File: config.mk
export PLATFORM = sky130hd
export DESIGN_NAME = bsm_ctrl
export DESIGN_NICKNAME = d
export VERILOG_FILES = /design/src/rtl/core/bsm_pkg.sv /design/src/rtl/core/bsm_ctrl.sv
export SDC_FILE = /design/constraint.sdc
export NUM_CORES = 1
export LEC_CHECK = 0
export CORE_ASPECT_RATIO = 1.5
export CORE_UTILIZATION = 35
export DETAILED_ROUTE_END_ITERATION = 8
export DONT_BUFFER_PORTS = 1
export PLACE_DENSITY = 0.53
export SYNTH_ARGS = -nofsm -noshare
export SYNTH_HDL_FRONTEND = slang
export SYNTH_SLANG_ARGS = --single-unit
File: constraint.sdc
create_clock -name clk -period 4.75 [get_ports clk]
set_input_delay 0.475 -clock clk [delete_from_list [all_inputs] [get_ports clk]]
set_output_delay 0.475 -clock clk [all_outputs]
set_load 0.05 [all_outputs]
File: src/rtl/core/bsm_pkg.sv
package bsm_pkg;

    localparam int DATA_W = 31;
    localparam int PROD_W = 62;
    localparam int OP_W   = 4;

    localparam logic [OP_W-1:0] OP_START  = 4'd0;
    localparam logic [OP_W-1:0] OP_NUM    = 4'd1;
    localparam logic [OP_W-1:0] OP_POP    = 4'd2;
    localparam logic [OP_W-1:0] OP_INV    = 4'd3;
    localparam logic [OP_W-1:0] OP_DUP    = 4'd4;
    localparam logic [OP_W-1:0] OP_SWP    = 4'd5;
    localparam logic [OP_W-1:0] OP_ADD    = 4'd6;
    localparam logic [OP_W-1:0] OP_SUB    = 4'd7;
    localparam logic [OP_W-1:0] OP_MUL    = 4'd8;
    localparam logic [OP_W-1:0] OP_DIV    = 4'd9;
    localparam logic [OP_W-1:0] OP_MOD    = 4'd10;
    localparam logic [OP_W-1:0] OP_FINISH = 4'd11;

    localparam logic signed [PROD_W-1:0] VALUE_LIMIT = 62'sd1000000000;

    localparam logic [2:0] WS_VAL = 3'd0;
    localparam logic [2:0] WS_NEG = 3'd1;
    localparam logic [2:0] WS_RD  = 3'd2;
    localparam logic [2:0] WS_B   = 3'd3;
    localparam logic [2:0] WS_RES = 3'd4;

    typedef struct packed {
        logic [OP_W-1:0] op;
        logic            rd_en;
        logic            wr_en;
        logic [2:0]      wr_sel;
        logic            cap_b;
        logic            cap_a;
        logic            alu_go;
        logic            div_go;
        logic            out_load;
        logic            out_err;
    } cmd_t;

    typedef struct packed {
        logic b_zero;
        logic range_bad;
        logic div_busy;
        logic div_done;
        logic out_free;
    } stat_t;

endpackage

File: src/rtl/core/bsm_ctrl.sv
module bsm_ctrl #(
    parameter int STACK_DEPTH = 1024
) (
    input  logic                           clk,
    input  logic                           rst_n,
    input  logic                           in_valid,
    output logic                           in_stall,
    input  logic [bsm_pkg::OP_W-1:0]       operation,
    input  bsm_pkg::stat_t                 status,
    output bsm_pkg::cmd_t                  cmd,
    output logic [$clog2(STACK_DEPTH)-1:0] rd_addr,
    output logic [$clog2(STACK_DEPTH)-1:0] wr_addr
);
    import bsm_pkg::*;

    localparam int AW = $clog2(STACK_DEPTH);
    localparam int DW = $clog2(STACK_DEPTH + 1);

    localparam logic [3:0] S_IDLE = 4'd0;
    localparam logic [3:0] S_RDA  = 4'd1;
    localparam logic [3:0] S_EXEC = 4'd2;
    localparam logic [3:0] S_SWP  = 4'd3;
    localparam logic [3:0] S_ALU  = 4'd4;
    localparam logic [3:0] S_DIV  = 4'd5;
    localparam logic [3:0] S_CHK  = 4'd6;
    localparam logic [3:0] S_UN   = 4'd7;
    localparam logic [3:0] S_FIN  = 4'd8;

    logic [3:0]      state_reg, state_next;
    logic [DW-1:0]   depth_reg, depth_next;
    logic            fault_reg, fault_next;
    logic [OP_W-1:0] op_reg, op_next;
    logic [DW-1:0]   dm1, dm2;
    logic            full, empty;

    assign dm1   = depth_reg - DW'(1);
    assign dm2   = depth_reg - DW'(2);
    assign full  = (depth_reg == DW'(STACK_DEPTH));
    assign empty = (depth_reg == '0);

    assign in_stall = (state_reg != S_IDLE);

    always_comb
    begin
        state_next = state_reg;
        depth_next = depth_reg;
        fault_next = fault_reg;
        op_next    = op_reg;
        cmd        = '0;
        cmd.op     = op_reg;
        rd_addr    = '0;
        wr_addr    = '0;
        case (state_reg)
            S_IDLE:
            begin
                if (in_valid)
                begin
                    op_next = operation;
                    if (operation == OP_START)
                    begin
                        fault_next  = 1'b0;
                        cmd.wr_en   = 1'b1;
                        cmd.wr_sel  = WS_VAL;
                        depth_next  = DW'(1);
                    end
                    else if (operation == OP_FINISH)
                    begin
                        cmd.rd_en  = 1'b1;
                        state_next = S_FIN;
                    end
                    else if (!fault_reg && (operation inside {[OP_NUM:OP_MOD]}))
                    begin
                        case (operation)
                            OP_NUM:
                            begin
                                if (full)
                                begin
                                    fault_next = 1'b1;
                                end
                                else
                                begin
                                    cmd.wr_en  = 1'b1;
                                    cmd.wr_sel = WS_VAL;
                                    wr_addr    = depth_reg[AW-1:0];
                                    depth_next = depth_reg + DW'(1);
                                end
                            end
                            OP_POP:
                            begin
                                if (empty)
                                begin
                                    fault_next = 1'b1;
                                end
                                else
                                begin
                                    depth_next = dm1;
                                end
                            end
                            OP_INV, OP_DUP:
                            begin
                                if (empty || (operation == OP_DUP && full))
                                begin
                                    fault_next = 1'b1;
                                end
                                else
                                begin
                                    cmd.rd_en  = 1'b1;
                                    rd_addr    = dm1[AW-1:0];
                                    state_next = S_UN;
                                end
                            end
                            default:
                            begin
                                if (depth_reg < DW'(2))
                                begin
                                    fault_next = 1'b1;
                                end
                                else
                                begin
                                    cmd.rd_en  = 1'b1;
                                    rd_addr    = dm1[AW-1:0];
                                    state_next = S_RDA;
                                end
                            end
                        endcase
                    end
                end
            end
            S_UN:
            begin
                cmd.wr_en = 1'b1;
                if (op_reg == OP_INV)
                begin
                    cmd.wr_sel = WS_NEG;
                    wr_addr    = dm1[AW-1:0];
                end
                else
                begin
                    cmd.wr_sel = WS_RD;
                    wr_addr    = depth_reg[AW-1:0];
                    depth_next = depth_reg + DW'(1);
                end
                state_next = S_IDLE;
            end
            S_RDA:
            begin
                cmd.cap_b  = 1'b1;
                cmd.rd_en  = 1'b1;
                rd_addr    = dm2[AW-1:0];
                state_next = S_EXEC;
            end
            S_EXEC:
            begin
                cmd.cap_a = 1'b1;
                if (op_reg == OP_SWP)
                begin
                    cmd.wr_en  = 1'b1;
                    cmd.wr_sel = WS_RD;
                    wr_addr    = dm1[AW-1:0];
                    state_next = S_SWP;
                end
                else
                begin
                    state_next = S_ALU;
                end
            end
            S_SWP:
            begin
                cmd.wr_en  = 1'b1;
                cmd.wr_sel = WS_B;
                wr_addr    = dm2[AW-1:0];
                state_next = S_IDLE;
            end
            S_ALU:
            begin
                if (op_reg == OP_DIV || op_reg == OP_MOD)
                begin
                    if (status.b_zero)
                    begin
                        fault_next = 1'b1;
                        state_next = S_IDLE;
                    end
                    else
                    begin
                        cmd.div_go = 1'b1;
                        state_next = S_DIV;
                    end
                end
                else
                begin
                    cmd.alu_go = 1'b1;
                    state_next = S_CHK;
                end
            end
            S_DIV:
            begin
                if (status.div_done)
                begin
                    state_next = S_CHK;
                end
            end
            S_CHK:
            begin
                if (status.range_bad)
                begin
                    fault_next = 1'b1;
                end
                else
                begin
                    cmd.wr_en  = 1'b1;
                    cmd.wr_sel = WS_RES;
                    wr_addr    = dm2[AW-1:0];
                    depth_next = dm1;
                end
                state_next = S_IDLE;
            end
            S_FIN:
            begin
                // hold the bottom entry until the output register frees up
                if (status.out_free)
                begin
                    cmd.out_load = 1'b1;
                    cmd.out_err  = fault_reg || (depth_reg != DW'(1));
                    state_next   = S_IDLE;
                end
            end
            default:
            begin
                state_next = S_IDLE;
            end
        endcase
    end

    always_ff @(posedge clk or negedge rst_n)
    begin
        if (!rst_n)
        begin
            state_reg <= S_IDLE;
            depth_reg <= '0;
            fault_reg <= 1'b0;
            op_reg    <= OP_START;
        end
        else
        begin
            state_reg <= state_next;
            depth_reg <= depth_next;
            fault_reg <= fault_next;
            op_reg    <= op_next;
        end
    end

endmodule

==> results.json <==
{
  "row_count": 38,
  "die_x_um": 72.9,
  "start_kind": "flip-flop",
  "grt_antenna_before_repair": 0,
  "fin_skew_ns": 0.00497,
  "path_cells": "inv_1 -> ha_1 -> nor3b_1 -> and3_1 -> a221oi_4 -> nand3_2 -> a211oi_2",
  "syn_avg_cell_area_sq_um": 7.67,
  "setup_viol": 0,
  "grt_remaining_overflow": 0,
  "drtPass1Iterations": 6,
  "dp_cells": 429,
  "crit_required_ns": 4.28,
  "synth.top_cell.area_share_pct": 19.0,
  "rr_worst_depth": 7,
  "vdd_drop_max_mv": 0.300,
  "slew_viol_final": 0,
  "grt_pass1_vias": 2626,
  "tns_ns": 0,
  "register_area_sq_um": 500,
  "maxCapViolCount": 0,
  "min_period_over_period_pct": 84.4,
  "status": "finished clean",
  "ys_types": 79,
  "vias": 2768,
  "cts_tree": "yes",
  "fmax_ghz": 0.249,
  "critPathKind": "reg -> out",
  "setup_ws_ns": 0.740,
  "die_area_sq_mm": 0.00790,
  "crit_slowest_cell": "a211oi_2",
  "die_y_um": 108,
  "synth.most_common_cell": "nand2_1",
  "layout.nets": 353,
  "initial_core_util_pct": 36.3,
  "grt_pass1_wl_um": 14300,
  "wl_per_cell_um": 21.0,
  "crit_path_end_kind": "output pin",
  "synth_common_cells": "36 x nand2_1, 27 x a21oi_1, 24 x nor2_1",
  "synth_cells": 344,
  "largest_register_ffs": 11,
  "ios": 48,
  "path_clk_slew_ns": 0.09,
  "slowest_delay_ns": 0.85,
  "utilization_pct": 38.7,
  "hold_class": "in -> reg",
  "yosysWarnings": 0,
  "ys_seq_area_share_pct": 19.0,
  "drive_gt1_share_pct": 14.7,
  "final_cells": 434,
  "synth_edf_count": 0,
  "crit_path_max_fanout": 11,
  "ys.flop_type": "dfrtp_1",
  "routed_wl_um": 9110,
  "num-fill-cells": 779,
  "dp_slack_ns": 1.13,
  "worst_pin_slew_ns": 1.18,
  "finalHoldViolations": 0,
  "drc": 0,
  "syn-num-nets": 362,
  "synthArstFlopShare_pct": 100,
  "min_path_cells": 1,
  "core_sq_mm": 0.00727,
  "root_buffer": "clkbuf_8",
  "grt_max_degree": 21,
  "grtUsageTotal_pct": 23.7,
  "power.density_mw_per_mm2": 704,
  "h-tree-depth": 1,
  "synth-seq-cells": 20,
  "multi_input_area_sq_mm": 0.00196,
  "drt_iter0_drc": 202,
  "diodes": 0,
  "synth_area_leader_cell": "dfrtp_1",
  "crit_arrival_ns": 3.53,
  "cts_made_buffers": 3,
  "syn_to_final_growth_pct": 6.73,
  "cts_setup_buffers": 0,
  "slew_headroom_pct": 22.7,
  "ant_nets": 0,
  "synth_area_sq_mm": 0.00264,
  "synth.area.top_cells": "dfrtp_1 19%, a21oi_1 5.1%, nand2_1 5.1%, a31oi_1 5.0%, nor2_1 3.4%",
  "finalCriticalPeriod_ns": 4.01,
  "clock_latency_ns": 0.26,
  "dp_hpwl_um": 6650,
  "leakagePower_nw": 1.01,
  "io_buffers": 0,
  "clk_path_buf_depth": 2,
  "cts.sink_count": 20,
  "vias_per_cell": 6.38,
  "grt_setup_unrepaired": "no",
  "gp_congestion": 0.877
}
[power breakdown]
part | leakage (nW) | switching, W | internal (W) | total (W)
Clock | 0.0288 | 0.0000666 | 0.0000740 | 0.000141
Sequential | 0.253 | 0.000295 | 0.000242 | 0.000537
Combinational | 0.732 | 0.000893 | 0.000412 | 0.00130
Total | 1.01 | 0.00125 | 0.000728 | 0.00198
[layout make-up]
type	instances	area share (%)
clock buffer	4	1.95
multi-input combinational	280	69.5
timing repair buffer	17	4.62
inverter	13	1.73
tap	100	4.44
sequential	20	17.8
[worst max-delay path, delay by kind of cell (launching register included)]
| family | cells | cell delay (ns) |
|---|---|---|
| AO/OA/AOI/OAI | 2 | 1.47 |
| adder cells (fa/ha/maj) | 1 | 0.30 |
| buffers and inverters | 1 | 0.14 |
| flip-flops | 1 | 0.55 |
| AND/OR/NAND/NOR | 3 | 0.81 |
[through the flow]
stage | cell area, sq um | power [W] | hold slack (ns)
final | 2820 | 0.00198 | 0.287
after detailed placement | 2750 | 0.00182 | 0.180
after floorplan | 2640 | 0.00155 | 0.179
after global routing | 2820 | 0.00210 | 0.285
after global placement | 2750 | 0.00181 | 0.180
after CTS | 2820 | 0.00197 | 0.282
[logic make-up (layout without fill, tap and decap cells)]
| family | after synthesis | in the layout | synth area share, % |
|---|---|---|---|
| simple gates | 139 | 139 | 30.7 |
| buf+inv | 44 | 34 | 8.25 |
| fa+ha+maj | 7 | 7 | 3.22 |
| xor+xnor | 6 | 6 | 1.99 |
| compound gates | 123 | 123 | 34.8 |
| flops | 20 | 20 | 19.0 |
| mux | 5 | 5 | 2.09 |
[worst paths after layout]
kind / to / startpoint / slack (ns)
max: rd_addr[5] / depth_reg[2]$_DFFE_PN0P_ / 0.74
min: state_reg[3]$_DFFE_PN0P_ / status[0] / 0.29
max reg2reg: depth_reg[1]$_DFFE_PN0P_ / depth_reg[0]$_DFFE_PN0P_ / 1.67
min reg2reg: depth_reg[1]$_DFFE_PN0P_ / depth_reg[1]$_DFFE_PN0P_ / 0.70
max in group asynchronous: depth_reg[4]$_DFFE_PN0P_ / rst_n / 3.24
min in group asynchronous: depth_reg[8]$_DFFE_PN0P_ / rst_n / 0.86
[placed cells by master (no fill, tap or decap), types with 3 or more instances in the layout]
cell type / n
or3b_1: 3
or3_1: 3
clkbuf_8: 4
ha_1: 6
a22o_1: 3
o2111ai_1: 4
and3_1: 5
nand3b_1: 4
nor3_1: 10
a211oi_2: 6
nand4b_1: 3
a21oi_1: 27
xor2_1: 3
and2_1: 6
nor2_1: 24
a31oi_1: 21
buf_4: 16
nand2_1: 36
o32ai_1: 6
dfrtp_1: 20
or4b_1: 3
nor3_2: 3
inv_1: 12
o21a_1: 3
nand3_1: 7
o221ai_1: 5
mux2_2: 3
o21ai_0: 11
o22ai_1: 8
nand2b_1: 3
nor4b_1: 4
a21o_1: 3
xnor2_1: 3
nor4_1: 3
[per-layer routing]
metal  global-route usage [%]  routed length [um]  vias up
li1                         -                   -     1307
met4                     9.38                 264        0
met3                     2.98                 499       14
met2                     42.3                4730       98
met5                        0                   0        -
met1                     28.3                3620     1349
[timing repair]
action,CTS,global route
hold endpoints to repair,20,0
gates resized for setup,0,0
hold buffers,1,0
setup endpoints to repair,0,0
(Power assumes the default switching activity.)
